<file path="config.mk">
export PLATFORM = sky130hd
export DESIGN_NAME = slip_frame_decoder_core_flat
export DESIGN_NICKNAME = d
export VERILOG_FILES = /design/src/hw/rtl/sfd_pkg.sv /design/src/hw/rtl/sfd_if.sv /design/src/hw/rtl/slip_frame_decoder_core.sv /design/src/hw/rtl/sfd_decode.sv /design/src/hw/rtl/sfd_result_fifo.sv /design/src/flat_wrapper.sv
export SDC_FILE = /design/constraint.sdc
export NUM_CORES = 1
export LEC_CHECK = 0
export ABC_AREA = 1
export BUFFER_PORTS_ARGS = -buffer_cell sky130_fd_sc_hd__buf_2
export CAP_MARGIN = 40
export CELL_PAD_IN_SITES_DETAIL_PLACEMENT = 0
export CELL_PAD_IN_SITES_GLOBAL_PLACEMENT = 1
export CORE_UTILIZATION = 40
export CTS_CLUSTER_DIAMETER = 200
export DETAILED_ROUTE_END_ITERATION = 16
export PLACE_DENSITY = 0.76
export SKIP_CTS_REPAIR_TIMING = 1
export SYNTH_ARGS = -nofsm -noshare
export SYNTH_HDL_FRONTEND = slang
export SYNTH_SLANG_ARGS = --single-unit
</file>
<file path="constraint.sdc">
create_clock -name clk -period 10.05 [get_ports clk]
set_input_delay 1.005 -clock clk [delete_from_list [all_inputs] [get_ports clk]]
set_output_delay 1.005 -clock clk [all_outputs]
set_load 0.01 [all_outputs]
</file>
<file path="src/hw/rtl/sfd_pkg.sv">
// SLIP frame decoder package: byte codes, result and transaction types.
// No dependencies; imported by the interfaces and all decoder modules.
`default_nettype none

package sfd_pkg;

  localparam int BYTE_W = 8;

  // SLIP special bytes
  localparam logic [BYTE_W-1:0] SYM_END     = 8'hC0;
  localparam logic [BYTE_W-1:0] SYM_ESC     = 8'hDB;
  localparam logic [BYTE_W-1:0] SYM_ESC_END = 8'hDC;
  localparam logic [BYTE_W-1:0] SYM_ESC_ESC = 8'hDD;

  // configuration register map (word addresses)
  localparam logic REG_MAX_LENGTH = 1'b0;
  localparam logic [BYTE_W-1:0] MAX_LENGTH_RST = 8'd32;

  // one result transaction
  typedef struct packed {
    logic [BYTE_W-1:0] out_byte;
    logic              frame_end;
    logic [BYTE_W-1:0] frame_length;
    logic              overflowed;
    logic              last_of_run;
  } res_t;

  // results produced by one input byte (zero, one or two)
  typedef struct packed {
    logic [1:0] num;
    res_t       r0;
    res_t       r1;
  } res_pair_t;

endpackage

`default_nettype wire

</file>
<file path="src/hw/rtl/sfd_if.sv">
// Valid/ready channel interfaces for raw input bytes and decoded results.
// Depends on sfd_pkg.
`default_nettype none

interface sfd_rx_if;
  import sfd_pkg::*;
  logic              valid;
  logic              ready;
  logic [BYTE_W-1:0] rx_byte;

  modport source (output valid, output rx_byte, input ready);
  modport sink   (input valid, input rx_byte, output ready);
endinterface

interface sfd_res_if;
  import sfd_pkg::*;
  logic              valid;
  logic              ready;
  logic [BYTE_W-1:0] out_byte;
  logic              frame_end;
  logic [BYTE_W-1:0] frame_length;
  logic              overflowed;
  logic              last_of_run;

  modport source (output valid, output out_byte, output frame_end, output frame_length,
                  output overflowed, output last_of_run, input ready);
  modport sink   (input valid, input out_byte, input frame_end, input frame_length,
                  input overflowed, input last_of_run, output ready);
endinterface

`default_nettype wire

</file>
<file path="src/hw/rtl/slip_frame_decoder_core.sv">
// SLIP frame decoder top level: APB register, decode stage, result queue.
// Depends on sfd_pkg, sfd_if, sfd_decode and sfd_result_fifo.
//
//  channel | dir | handshake           | payload
//  rx      | in  | valid/ready         | rx_byte[7:0]
//  res     | out | valid/ready         | out_byte, frame_end, frame_length,
//          |     |                     | overflowed, last_of_run
//  apb     | in  | psel/penable/pready | paddr[2:0], pwdata[31:0], prdata[31:0]
//
// One input byte per cycle enters the input register while rx.ready is high;
// it is decoded there once two queue entries are free, and its zero, one or
// two results land in a four-entry queue; one result leaves per cycle while
// res.ready is high, so a byte giving two results leaves as two separate
// results and the queue sets the sustained rate. Synchronous reset clears
// framing state, queue and max_length (to 32). A stalled output fills the queue;
// rx.ready drops once fewer than two entries are free while a byte is held.
`default_nettype none

module slip_frame_decoder_core #(
  parameter int unsigned LENGTH_LIMIT = 255
) (
  input  wire logic        clk,
  input  wire logic        rst,
  sfd_rx_if.sink           rx,
  sfd_res_if.source        res,
  input  wire logic        psel,
  input  wire logic        penable,
  input  wire logic        pwrite,
  input  wire logic [2:0]  paddr,
  input  wire logic [31:0] pwdata,
  output logic [31:0]      prdata,
  output logic             pready
);
  import sfd_pkg::*;

  logic [BYTE_W-1:0] max_length;
  logic              room_two;
  res_pair_t         push;
  res_t              out_res;
  logic              reg_hit;

  // configuration register
  assign pready  = 1'b1;
  assign reg_hit = (paddr[2] == REG_MAX_LENGTH);

  always_ff @(posedge clk) begin
    if (rst) begin
      max_length <= MAX_LENGTH_RST;
    end else if (psel && penable && pwrite && pready && reg_hit) begin
      max_length <= pwdata[BYTE_W-1:0];
    end
  end

  assign prdata = reg_hit ? {{(32-BYTE_W){1'b0}}, max_length} : '0;

  // decode stage
  sfd_decode #(
    .LENGTH_LIMIT(LENGTH_LIMIT)
  ) u_decode (
    .clk       (clk),
    .rst       (rst),
    .in_valid  (rx.valid),
    .in_ready  (rx.ready),
    .in_byte   (rx.rx_byte),
    .max_length(max_length),
    .room_two  (room_two),
    .push      (push)
  );

  // result queue
  sfd_result_fifo u_fifo (
    .clk      (clk),
    .rst      (rst),
    .push     (push),
    .room_two (room_two),
    .out_valid(res.valid),
    .out_ready(res.ready),
    .out_res  (out_res)
  );

  assign res.out_byte     = out_res.out_byte;
  assign res.frame_end    = out_res.frame_end;
  assign res.frame_length = out_res.frame_length;
  assign res.overflowed   = out_res.overflowed;
  assign res.last_of_run  = out_res.last_of_run;

endmodule

`default_nettype wire

</file>
<file path="src/hw/rtl/sfd_decode.sv">
// Input byte register, SLIP framing state and single-pass decode logic.
// Depends on sfd_pkg; feeds result pairs to sfd_result_fifo.
`default_nettype none

module sfd_decode #(
  parameter int unsigned LENGTH_LIMIT = 255
) (
  input  wire logic                      clk,
  input  wire logic                      rst,
  input  wire logic                      in_valid,
  output logic                           in_ready,
  input  wire logic [sfd_pkg::BYTE_W-1:0] in_byte,
  input  wire logic [sfd_pkg::BYTE_W-1:0] max_length,
  input  wire logic                      room_two,
  output sfd_pkg::res_pair_t             push
);
  import sfd_pkg::*;

  localparam logic [BYTE_W-1:0] LIMIT_CAP = BYTE_W'(LENGTH_LIMIT);

  // input register
  logic              byte_vld;
  logic [BYTE_W-1:0] byte_q;
  // framing state
  logic              esc_pending;
  logic [BYTE_W-1:0] kept_count;
  logic              drop_seen;

  logic              esc_pending_next;
  logic [BYTE_W-1:0] kept_count_next;
  logic              drop_seen_next;
  logic              advance;
  logic [BYTE_W-1:0] lim;
  logic [BYTE_W-1:0] gap;
  logic              room_none;
  logic              room_one;
  res_pair_t         pair;

  assign advance  = byte_vld && room_two;
  assign in_ready = !byte_vld || advance;

  // input register
  always_ff @(posedge clk) begin
    if (rst) begin
      byte_vld <= 1'b0;
    end else if (in_ready) begin
      byte_vld <= in_valid;
    end
  end

  always_ff @(posedge clk) begin
    if (in_ready && in_valid) begin
      byte_q <= in_byte;
    end
  end

  // room left in the current frame
  assign lim       = (max_length > LIMIT_CAP) ? LIMIT_CAP : max_length;
  assign gap       = lim - kept_count;
  assign room_none = (kept_count >= lim);
  assign room_one  = !room_none && (gap == 8'd1);

  // decode one byte
  always_comb begin
    esc_pending_next = esc_pending;
    kept_count_next  = kept_count;
    drop_seen_next   = drop_seen;
    pair             = '0;
    if (esc_pending) begin
      esc_pending_next = 1'b0;
      if (byte_q == SYM_ESC_END || byte_q == SYM_ESC_ESC) begin
        if (room_none) begin
          drop_seen_next = 1'b1;
        end else begin
          kept_count_next         = kept_count + 8'd1;
          pair.num                = 2'd1;
          pair.r0.out_byte        = (byte_q == SYM_ESC_END) ? SYM_END : SYM_ESC;
          pair.r0.last_of_run     = 1'b1;
        end
      end else if (room_none) begin
        drop_seen_next = 1'b1;
      end else if (room_one) begin
        // only the escape byte fits
        kept_count_next     = kept_count + 8'd1;
        drop_seen_next      = 1'b1;
        pair.num            = 2'd1;
        pair.r0.out_byte    = SYM_ESC;
        pair.r0.last_of_run = 1'b1;
      end else begin
        // unknown escape: both bytes pass through
        kept_count_next     = kept_count + 8'd2;
        pair.num            = 2'd2;
        pair.r0.out_byte    = SYM_ESC;
        pair.r1.out_byte    = byte_q;
        pair.r1.last_of_run = 1'b1;
      end
    end else if (byte_q == SYM_END) begin
      pair.num             = 2'd1;
      pair.r0.frame_end    = 1'b1;
      pair.r0.frame_length = kept_count;
      pair.r0.overflowed   = drop_seen;
      pair.r0.last_of_run  = 1'b1;
      kept_count_next      = '0;
      drop_seen_next       = 1'b0;
    end else if (room_none) begin
      drop_seen_next = 1'b1;
    end else if (byte_q == SYM_ESC) begin
      esc_pending_next = 1'b1;
    end else begin
      kept_count_next     = kept_count + 8'd1;
      pair.num            = 2'd1;
      pair.r0.out_byte    = byte_q;
      pair.r0.last_of_run = 1'b1;
    end
  end

  always_ff @(posedge clk) begin
    if (rst) begin
      esc_pending <= 1'b0;
      kept_count  <= '0;
      drop_seen   <= 1'b0;
    end else if (advance) begin
      esc_pending <= esc_pending_next;
      kept_count  <= kept_count_next;
      drop_seen   <= drop_seen_next;
    end
  end

  always_comb begin
    push = pair;
    if (!advance) begin
      push.num = 2'd0;
    end
  end

  // checks
  a_end_is_last: assert property (@(posedge clk) disable iff (rst)
    (push.num != 2'd0 && push.r0.frame_end) |-> (push.num == 2'd1 && push.r0.last_of_run))
    else $error("frame end result not single and last");
  a_pair_order: assert property (@(posedge clk) disable iff (rst)
    (push.num == 2'd2) |-> (!push.r0.last_of_run && push.r1.last_of_run))
    else $error("two-result run has wrong last marks");
  a_end_clears: assert property (@(posedge clk) disable iff (rst)
    (push.num != 2'd0 && push.r0.frame_end) |=> (kept_count == '0 && !drop_seen))
    else $error("frame state not cleared after end");

endmodule

`default_nettype wire

</file>
<file path="src/hw/rtl/sfd_result_fifo.sv">
// Four-entry result queue: takes up to two results per cycle, gives one while out_ready is high.
// Depends on sfd_pkg.
`default_nettype none

module sfd_result_fifo (
  input  wire logic               clk,
  input  wire logic               rst,
  input  wire sfd_pkg::res_pair_t push,
  output logic                    room_two,
  output logic                    out_valid,
  input  wire logic               out_ready,
  output sfd_pkg::res_t           out_res
);
  import sfd_pkg::*;

  localparam int DEPTH = 4;
  localparam int PTR_W = $clog2(DEPTH);
  localparam int CNT_W = $clog2(DEPTH + 1);

  res_t             slots [DEPTH];
  logic [PTR_W-1:0] wr_ptr;
  logic [PTR_W-1:0] rd_ptr;
  logic [CNT_W-1:0] count;
  logic [PTR_W-1:0] wr_ptr_1;
  logic             pop;

  assign pop       = out_valid && out_ready;
  assign out_valid = (count != '0);
  assign out_res   = slots[rd_ptr];
  assign room_two  = (count <= CNT_W'(DEPTH - 2));
  assign wr_ptr_1  = wr_ptr + PTR_W'(1);

  // storage
  always_ff @(posedge clk) begin
    if (push.num != 2'd0) begin
      slots[wr_ptr] <= push.r0;
    end
    if (push.num == 2'd2) begin
      slots[wr_ptr_1] <= push.r1;
    end
  end

  // pointers and fill count
  always_ff @(posedge clk) begin
    if (rst) begin
      wr_ptr <= '0;
      rd_ptr <= '0;
      count  <= '0;
    end else begin
      wr_ptr <= wr_ptr + PTR_W'(push.num);
      if (pop) begin
        rd_ptr <= rd_ptr + PTR_W'(1);
      end
      count <= count + CNT_W'(push.num) - CNT_W'(pop);
    end
  end

  // checks
  a_no_overfill: assert property (@(posedge clk) disable iff (rst)
    (push.num != 2'd0) |-> (count <= CNT_W'(DEPTH - 2)))
    else $error("result queue written without room");
  a_count_range: assert property (@(posedge clk) disable iff (rst)
    count <= CNT_W'(DEPTH))
    else $error("result queue count out of range");
  a_count_step: assert property (@(posedge clk) disable iff (rst)
    (push.num == 2'd2 && !pop) |=> (count == $past(count) + CNT_W'(2)))
    else $error("result queue count lost a pair");

endmodule

`default_nettype wire
</file>
<file path="src/flat_wrapper.sv">
// flat-port wrapper written by rule: the top's interface ports become plain ports
module slip_frame_decoder_core_flat import sfd_pkg::*;
#(
  parameter int unsigned LENGTH_LIMIT = 255
)
  (clk, rst, psel, penable, pwrite, paddr, pwdata, prdata, pready, rx_valid, rx_rx_byte, rx_ready, res_valid, res_out_byte, res_frame_end, res_frame_length, res_overflowed, res_last_of_run, res_ready);
  sfd_rx_if rx_i ();
  sfd_res_if res_i ();
  input  wire logic clk;
  input  wire logic rst;
  input  wire logic psel;
  input  wire logic penable;
  input  wire logic pwrite;
  input  wire logic [2:0] paddr;
  input  wire logic [31:0] pwdata;
  output logic [31:0] prdata;
  output logic pready;
  input wire logic [$bits(rx_i.valid)-1:0] rx_valid;
  input wire logic [$bits(rx_i.rx_byte)-1:0] rx_rx_byte;
  output wire logic [$bits(rx_i.ready)-1:0] rx_ready;
  output wire logic [$bits(res_i.valid)-1:0] res_valid;
  output wire logic [$bits(res_i.out_byte)-1:0] res_out_byte;
  output wire logic [$bits(res_i.frame_end)-1:0] res_frame_end;
  output wire logic [$bits(res_i.frame_length)-1:0] res_frame_length;
  output wire logic [$bits(res_i.overflowed)-1:0] res_overflowed;
  output wire logic [$bits(res_i.last_of_run)-1:0] res_last_of_run;
  input wire logic [$bits(res_i.ready)-1:0] res_ready;
  assign rx_i.valid = rx_valid;
  assign rx_i.rx_byte = rx_rx_byte;
  assign rx_ready = rx_i.ready;
  assign res_valid = res_i.valid;
  assign res_out_byte = res_i.out_byte;
  assign res_frame_end = res_i.frame_end;
  assign res_frame_length = res_i.frame_length;
  assign res_overflowed = res_i.overflowed;
  assign res_last_of_run = res_i.last_of_run;
  assign res_i.ready = res_ready;
  slip_frame_decoder_core #(.LENGTH_LIMIT(LENGTH_LIMIT)) u_core (.clk(clk), .rst(rst), .rx(rx_i), .res(res_i), .psel(psel), .penable(penable), .pwrite(pwrite), .paddr(paddr), .pwdata(pwdata), .prdata(prdata), .pready(pready));
endmodule
</file>
# Word level (Yosys, flattened, before mapping)
# Memory sizes are Yosys's and may differ from the RTL's. A register that Yosys moved wholly into a read port is not among the register bits.
# Index checks and enable logic that the tools add are counted.
[word_totals] memories=1 output_inout_bits=54 ff_bits=34 ramBits=76 input_bits=50
[mem_list] memory="u_core.u_fifo.slots" words=4 word_bits=19 read_ports=1 rd_clocked_by_memory_dff=1 write_ports=2 line="sfd_result_fifo.sv:20" source="res_t slots [DEPTH];"
[op_classes] n_eq_ne=10 reduce_logical=15 mux=54 bitwise_logic=1 order_cmp=3 n_addsub=8
[ops] operator="8-bit two-way mux" count=14
[ops] operator="10-bit two-way mux" count=7
[ops] operator="8-bit equality test, second input constant" count=4
[ops] operator="9-bit two-way mux" count=3
[ops] operator="1-bit two-way mux" count=25
[ops] operator="8-bit by 1-bit adder with 8-bit output, second input constant" count=1
[ops] operator="8-bit by 2-bit adder with 8-bit output, second input constant" count=1
[ops] operator="8-bit by 1-bit equality test with 1-bit output, second input constant" count=1
[ops] operator="8-bit greater-or-equal comparator" count=1
[ops] operator="8-bit greater-than comparator, second input constant" count=1
[ops] operator="2-bit two-way mux" count=4
[ops] operator="8-bit subtractor" count=1
[ops] operator="1-bit logical AND" count=7
[ops] operator="5-bit two-way mux" count=1
[ops] operator="2-bit by 1-bit adder with 2-bit output, second input constant" count=2
[ops] operator="4-bit by 1-bit != test with 1-bit output, second input constant" count=1
[ops] operator="4-bit AND reduction" count=1
[ops] operator="3-bit by 2-bit adder with 3-bit output" count=1
[ops] operator="3-bit by 2-bit <= comparator with 1-bit output, second input constant" count=1
[ops] operator="3-bit != test, second input constant" count=1
[ops] operator="3-bit nonzero test" count=1
[ops] operator="3-bit by 1-bit subtractor with 3-bit output" count=1
[ops] operator="2-bit adder" count=1
[ops] operator="2-bit equality test, second input constant" count=1
[ops] operator="7 further kinds" count=9

# Depth between registers and ports, before layout
# Gate-level depths: netlist (run 1).
[logic_depth] ltp_word=13 mapped_depth=24 mapped_depth_nobuf=24

# By module
# Synthesis (run 1) repeated with hierarchy kept, for this count alone.
[unflattened] hier_cells=824 hier_area_um2=6749.0
[by_module_without_submodules] mod="sfd_result_fifo" cells_each=438 n_inst=1 area_each_um2=4194.0
[by_module_without_submodules] mod="sfd_decode" cells_each=288 n_inst=1 area_each_um2=1895.6
[by_module_without_submodules] mod="slip_frame_decoder_core" cells_each=98 n_inst=1 area_each_um2=659.4

# Worst setup path after synthesis (run 1)
# No wires, ideal clock.
[synth_timing] path_kind="register to register" from="register u_core.u_decode.kept_count[0]" to="register u_core.u_fifo.count[2]" setup_slack_ns=6.828 period_less_slack_ns=3.222 stages_incl_launch_ff=21 arrival_ns=3.112 path_buffers=0 t_required_ns=9.941 cell_sequence="dfxtp_1 > ha_1 > fa_1 > inv_1 > nand3_2 > nand2_2 > nand2_1 > nand2_2 > nand2_4 > nor2_1 > o21ai_0 > nand2_1 > nand2_1 > ha_1 > inv_1 > ha_1 > inv_1 > fa_1 > xor2_1 > inv_1 > nor2_1"
[synth_between] elab_chain_len=10
[synth_rtl] item="start: declaration" line="sfd_decode.sv:26" source="logic [BYTE_W-1:0] kept_count;"
[synth_rtl] item="start signal: assignment" line="sfd_decode.sv:124" source="kept_count <= kept_count_next;"
[synth_rtl] item="8-bit subtractor or 8-bit greater-or-equal comparator (tied branches)" line="sfd_decode.sv:59, sfd_decode.sv:60"
[synth_rtl] item="8-bit by 1-bit equality test with 1-bit output or 1-bit logical NOT (tied branches)" line="sfd_decode.sv:61" source="assign room_one = !room_none && (gap == 8'd1);"
[synth_rtl] item="1-bit logical AND" line="sfd_decode.sv:61"
[synth_rtl] item="10-bit two-way mux" line="sfd_decode.sv:82" source="end else if (room_one) begin"
[synth_rtl] item="10-bit two-way mux" line="sfd_decode.sv:80" source="end else if (room_none) begin"
[synth_rtl] item="10-bit two-way mux" line="sfd_decode.sv:71" source="if (byte_q == SYM_ESC_END || byte_q == SYM_ESC_ESC) begin"
[synth_rtl] item="10-bit two-way mux *" line="sfd_decode.sv:69" source="if (esc_pending) begin"
[synth_rtl] item="2-bit two-way mux *" line="sfd_decode.sv:131" source="if (!advance) begin"
[synth_rtl] item="3-bit by 2-bit adder with 3-bit output *" line="sfd_result_fifo.sv:54" source="count <= count + CNT_W'(push.num) - CNT_W'(pop);"
[synth_rtl] item="3-bit by 1-bit subtractor with 3-bit output *" line="sfd_result_fifo.sv:54"
[synth_rtl] item="end signal: assignment" line="sfd_result_fifo.sv:54"
[synth_rtl] item="end: declaration" line="sfd_result_fifo.sv:23" source="logic [CNT_W-1:0] count;"
# Every way passes the cells marked *; elsewhere a longest branch is shown, timed or not.
# A chain may end at the register's enable or synchronous reset.

==> impl_metrics.py, run 1 <==
metrics = {
    "timing": {
        "max_freq_mhz": 255,
        "slew_violations": 0,
        "finalSetupTns_ns": 0,
        "rsz0062_at_grt": "no",
        "hold_ws_ns": 0.463,
        "finalSetupViolCount": 0,
        "hold_viol": 0,
        "tightestPinTransition_ns": 0.772,
        "slew-limit-headroom": 0.485,
        "period_share": 0.390,
        "finalWorstPathRequiredPeriod_ns": 3.92,
        "fin_worst_skew_ns": 0.0143,
    },
    "global_routing": {
        "overflow": 0,
        "grt_max_degree": 37,
        "grt_pass1_vias": 4972,
        "antenna_found_initial": 0,
        "grt.total_usage": 0.211,
        "grt_pass1_wl_um": 26200,
    },
    "placement": {
        "place.gp.congestion": 0.790,
        "hpwl_um": 11300,
        "port_buffers": 52,
    },
    "routing": {
        "finalWirelength_um": 16600,
        "route.vias.total": 5499,
        "initialDrtViolationCount": 290,
        "ant_nets": 0,
        "drt_first_pass_iters": 8,
        "avgRoutedWirePerCell_um": 15.0,
        "drc_errors": 0,
        "via_per_inst": 4.97,
    },
    "run_status": {
        "outcome": "completed",
    },
    "setup_path": {
        "setup.worst_path.start_class": "register",
        "critPathArrivalTime_ns": 3.92,
        "cp_max_fo": 19,
        "critical_path_class": "register to register",
        "worstSetupEndpointType": "register",
        "cp.required_ns": 10.05,
    },
    "clock_tree": {
        "cts_root_buf": "clkbuf_16",
        "clkSinkCount": 112,
        "cts_buffers": 9,
        "cts-htree-levels": 3,
        "tritoncts": "done",
        "insertion_delay_ns": 0.37,
        "clkSlewWorstSetupHoldPaths_ns": 0.08,
        "cts_max_path_buffers": 2,
    },
    "power": {
        "power_density_nw_per_um2": 207,
        "p_sw_frac": 0.389,
        "p_sw_mw": 0.556,
        "p_clk_frac": 0.248,
        "p_seq_frac": 0.391,
        "p_leak_nw": 3.02,
        "ir_drop_uv": 91.9,
        "pwr-share-comb": 0.361,
        "intPower_mw": 0.874,
    },
    "logic_synthesis": {
        "synth-edff-count": 44,
        "yosysUniqueCellTypes": 43,
        "async_reset_ff_frac": 0,
        "syn_area_um2": 6330,
        "synth_seq_area_share": 0.424,
        "synth.yosys.warnings": 0,
        "ys.flop_type": "dfxtp_1",
        "synth_cells": 856,
        "avgSynthCellArea_um2": 7.40,
        "synth_seq_cells": 112,
    },
    "layout": {
        "nets": 956,
        "diodes": 0,
        "drive_above_1_share": 0.120,
        "final.fill_count": 1664,
        "areaGrowthSynthToFinish_pct": 9.13,
    },
    "floorplan": {
        "coreArea_um2": 15300,
        "num_rows": 45,
        "die-area_um2": 16300,
        "ioPinCount": 104,
        "initial_core_util": 0.413,
        "die_height_um": 128,
        "die_w_um": 128,
    },
    "job": {
        "cap_violations": 0,
    },
    "min_path": {
        "min_path_type": "register to register",
    },
}
[synthesized netlist by cell type, drive strengths merged, types with 3 or more instances]
library cell,instances,share of area
xnor2,3,0.0042
nand2,185,0.12
nand3,38,0.032
nor3,9,0.0071
inv,94,0.056
clkbuf,15,0.0089
dfxtp,68,0.22
buf,41,0.045
edfxtp,44,0.21
a21oi,67,0.054
o21ai,99,0.080
nor2,128,0.085
o22ai,16,0.016
nand4,7,0.0093
a31oi,4,0.0040
xor2,8,0.011
ha,14,0.028
[per-stage QoR]
step / setup slack (ns) / instances / utilization / instance area (um^2) / power [mW]
floorplan: 6.83 / 879 / - / 6420 / 0.945
global placement: 6.17 / 1090 / 0.433 / 6630 / 1.09
detailed placement: 6.17 / 1090 / 0.433 / 6630 / 1.09
CTS: 6.17 / 1106 / 0.451 / 6910 / 1.44
global route: 5.84 / 1106 / 0.451 / 6910 / 1.53
finish: 6.13 / 1106 / 0.451 / 6910 / 1.43
[critical path, stage by stage, from the launching register on]
cell	delay (ns)
dfxtp_1	0.40
ha_1	0.26
fa_1	0.42
inv_1	0.09
nand3_2	0.09
nand2_2	0.12
nand2_1	0.07
nand2_2	0.08
nand2_4	0.10
nand2_1	0.11
nand3_2	0.29
nor2_2	0.62
inv_2	0.38
nand2_1	0.51
[power by group through the flow]
stage	logic (mW)	registers (mW)	clock network [mW]
after detailed placement	0.518	0.569	0
after global placement	0.517	0.568	0
after floorplan	0.388	0.557	0
after CTS	0.520	0.559	0.363
final	0.517	0.559	0.354
after global routing	0.591	0.566	0.379
[metal layers]
| layer | wire length [um] | vias to the layer above | global-route usage |
|---|---|---|---|
| met4 | 180 | 0 | 0.0498 |
| met2 | 7520 | 183 | 0.345 |
| met5 | 0 | - | 0 |
| li1 | - | 2830 | - |
| met3 | 1150 | 20 | 0.0459 |
| met1 | 7780 | 2466 | 0.285 |
[final timing paths]
check                                                           startpoint                                      to  slack [ns]  cells after the start
worst max-delay path            u_core.u_decode.kept_count[0]$_SDFFE_PP0P_     u_core.u_fifo.slots[2][0]$_DFFE_PP_        6.13                     13
worst max register to register  u_core.u_decode.kept_count[0]$_SDFFE_PP0P_     u_core.u_fifo.slots[2][0]$_DFFE_PP_        6.13                     13
worst min-delay path                u_core.u_fifo.slots[3][8]$_SDFFE_PP0P_  u_core.u_fifo.slots[3][8]$_SDFFE_PP0P_        0.46                      2
worst min register to register      u_core.u_fifo.slots[3][8]$_SDFFE_PP0P_  u_core.u_fifo.slots[3][8]$_SDFFE_PP0P_        0.46                      2
[flip-flops by register name, summed over array words and instances (netlist names), named ones only]
register                     count
u_core.u_fifo.slots             76
u_core.u_decode.drop_seen        1
u_core.u_decode.byte_q           8
u_core.u_fifo.count              3
u_core.u_fifo.wr_ptr             2
u_core.u_fifo.rd_ptr             2
u_core.max_length                8
u_core.u_decode.esc_pending      1
u_core.u_decode.kept_count       8
u_core.u_decode.byte_vld         1
[layout by cell type, fill, tap and decap left out, drive strengths merged, types with 2 or more instances in the layout]
cell type  netlist  routed
nor2           128     128
nor4             2       2
buf             41      56
ha              14      14
nand3b           2       2
edfxtp          44      44
clkinv           1       4
a21oi           67      67
nand3           38      38
nand4            7       7
o22ai           16      16
xnor2            3       3
dfxtp           68      68
inv             94      96
a31oi            4       4
conb             2      25
xor2             8       8
nor3             9       9
clkbuf          15      11
fa               2       2
o21ai           99      99
nand2          185     185
o31ai            2       2
[cells by family after synthesis]
group | share of synthesized area
buffers and inverters | 0.111
and+or+nand+nor | 0.255
DFF | 0.424
AOI/OAI and AO/OA | 0.159
other | 0.00119
adders and majority gates | 0.0340
xor gates and xnor gates | 0.0152
[area by class of cell]
cell class / count / area, um^2 / area share
tap: 211 / 264 / 0.0382
inverter: 95 / 360 / 0.0522
multi-input combinational: 616 / 3030 / 0.439
clock buffer: 11 / 243 / 0.0351
timing repair buffer: 56 / 290 / 0.0420
sequential: 112 / 2680 / 0.388
clock inverter: 5 / 38.8 / 0.00561
Power figures use the tool's default switching activity.
==> inputs of run 2 (changes only) <==
Clock period 10.05 ns to 3.7 ns, I/O delays scaled along.
==> impl_metrics.py, run 2 (synthesis results as in run 1) <==
metrics = {
    "run_status": {
        "outcome": "completed",
    },
    "routing": {
        "finalWirelength_um": 16600,
        "avgRoutedWirePerCell_um": 14.8,
        "drc_errors": 0,
        "ant_nets": 0,
        "via_per_inst": 4.92,
        "initialDrtViolationCount": 504,
        "drt_first_pass_iters": 5,
        "route.vias.total": 5530,
    },
    "setup_path": {
        "path_cells": "inv_1, ha_1, fa_1, inv_1, nor2_1, nand2_1, nor2_1, nand3_1, nor2_2, nand2_2, nand2_1, nand2_1, nand2_2, nand2_1, ha_1, inv_1, ha_1, inv_1, fa_1, xor2_1, inv_1, nor2_1",
        "crit_path_frequent_cell": "inv_1",
        "crit_path_end": "u_core.u_fifo.count[2]$_SDFF_PP0_",
        "setup.worst_path.start": "u_core.max_length[0]$_SDFFE_PP0P_",
        "cp.required_ns": 3.95,
        "r2r-start": "u_core.max_length[0]$_SDFFE_PP0P_",
        "critPathTopFamily": "adder cells",
        "slowest_stage": "fa_1",
        "setup.worst_path.start_class": "register",
        "cp_slowest_stage_delay_ns": 0.50,
        "critPathArrivalTime_ns": 3.58,
        "ff2ff_path_depth": 22,
        "path_depth": 22,
        "worstReg2RegEnd": "u_core.u_fifo.count[2]$_SDFF_PP0_",
        "critical_path_class": "register to register",
        "worstSetupEndpointType": "register",
        "worst-path-buf-inv": 5,
        "cp_max_fo": 4,
        "r2r_slack_ns": 0.37,
    },
    "placement": {
        "port_buffers": 52,
        "hpwl_um": 11600,
        "place.gp.congestion": 0.832,
    },
    "floorplan": {
        "ioPinCount": 104,
        "die-area_um2": 16300,
        "coreArea_um2": 15300,
        "initial_core_util": 0.413,
        "die_w_um": 128,
        "num_rows": 45,
        "die_height_um": 128,
    },
    "power": {
        "p_sw_mw": 1.52,
        "p_sw_frac": 0.385,
        "intPower_mw": 2.43,
        "p_clk_frac": 0.248,
        "p_seq_frac": 0.379,
        "p_leak_nw": 3.12,
        "pwr-share-comb": 0.373,
        "ir_drop_uv": 294,
        "power_density_nw_per_um2": 559,
    },
    "clock_tree": {
        "cts_root_buf": "clkbuf_16",
        "clkSinkCount": 112,
        "cts-htree-levels": 3,
        "insertion_delay_ns": 0.36,
        "cts_max_path_buffers": 2,
        "tritoncts": "done",
        "cts_buffers": 9,
        "clkSlewWorstSetupHoldPaths_ns": 0.08,
    },
    "timing": {
        "max_freq_mhz": 300,
        "finalWorstPathRequiredPeriod_ns": 3.33,
        "tightestPinTransition_ns": 0.822,
        "finalSetupViolCount": 0,
        "slew-limit-headroom": 0.452,
        "hold_viol": 0,
        "finalSetupTns_ns": 0,
        "fin_worst_skew_ns": 0.00962,
        "period_share": 0.900,
        "rsz0062_at_grt": "no",
        "slew_violations": 0,
    },
    "job": {
        "cap_violations": 0,
    },
    "layout": {
        "largest_reg_flops": 76,
        "final.fill_count": 1625,
        "final_common_cell": "nand2_1",
        "final_cell_mix": "nand2_1, nor2_1, o21ai_0",
        "top_register": "u_core.u_fifo.slots",
        "final_core_util": 0.462,
        "diodes": 0,
        "drive_above_1_share": 0.141,
        "nets": 975,
        "areaGrowthSynthToFinish_pct": 11.7,
    },
    "min_path": {
        "min_path_type": "input port to register",
    },
    "global_routing": {
        "grt_max_degree": 36,
        "overflow": 0,
        "grt_pass1_vias": 5007,
        "grt.total_usage": 0.213,
        "grt_pass1_wl_um": 26700,
        "antenna_found_initial": 0,
    },
}
[run 2: changes by cell type in the layout (fill, tap and decap cells not counted), sizes merged]
cell      delta
clkinvlp     +1
buf         +19
inv          +1
clkinv       -2
[run 2: power by group through the flow]
| stage | clock network [mW] | registers (mW) | logic [mW] |
|---|---|---|---|
| 5_1_grt | 1.06 | 1.51 | 1.68 |
| 4_1_cts | 1.01 | 1.50 | 1.48 |
| 3_5_place_dp | 0 | 1.52 | 1.47 |
| 6_report | 0.982 | 1.50 | 1.48 |
| 2_1_floorplan | 0 | 1.51 | 1.05 |
| 3_3_place_gp | 0 | 1.52 | 1.46 |
[run 2: how the worst min path moves through the flow]
stage / cells after the start / to / start
global placement: 2 / u_core.u_fifo.slots[2][10]$_SDFFE_PP0P_ / u_core.u_fifo.slots[2][10]$_SDFFE_PP0P_
floorplan: 2 / u_core.u_decode.drop_seen$_SDFFE_PP0P_ / u_core.u_decode.drop_seen$_SDFFE_PP0P_
finish: 1 / u_core.u_decode.byte_q[1]$_DFFE_PP_ / rx_rx_byte[1]
global route: 1 / u_core.u_decode.byte_q[4]$_DFFE_PP_ / rx_rx_byte[4]
CTS: 1 / u_core.u_decode.byte_q[1]$_DFFE_PP_ / rx_rx_byte[1]
detailed placement: 2 / u_core.u_fifo.slots[2][6]$_SDFFE_PP0P_ / u_core.u_fifo.slots[2][6]$_SDFFE_PP0P_
[run 2: stage by stage]
stage	std cells	worst slack (ns)	hold slack (ns)	total power [mW]	area, um^2
after floorplan	879	0.478	0.433	2.57	6420
after global placement	1108	0.352	0.449	2.98	6760
after detailed placement	1109	0.339	0.449	3.00	6770
after CTS	1125	0.326	0.174	3.98	7070
after global routing	1125	0.0590	0.170	4.26	7070
final	1125	0.371	0.180	3.96	7070
[run 2: final cells by class]
cell class,count,area (um^2),area share
timing repair buffer,75,433,0.0612
clock inverter,5,45.0,0.00637
inverter,95,360,0.0509
sequential,112,2680,0.379
multi-input combinational,616,3040,0.429
clock buffer,11,253,0.0357
tap,211,264,0.0373
[run 2: per-layer routing]
| metal | vias to the layer above | wire [um] | global-route usage |
|---|---|---|---|
| li1 | 2872 | - | - |
| met1 | 2479 | 7960 | 0.298 |
| met2 | 167 | 7530 | 0.340 |
| met3 | 12 | 934 | 0.0346 |
| met4 | 0 | 184 | 0.0595 |
| met5 | - | 0 | 0 |
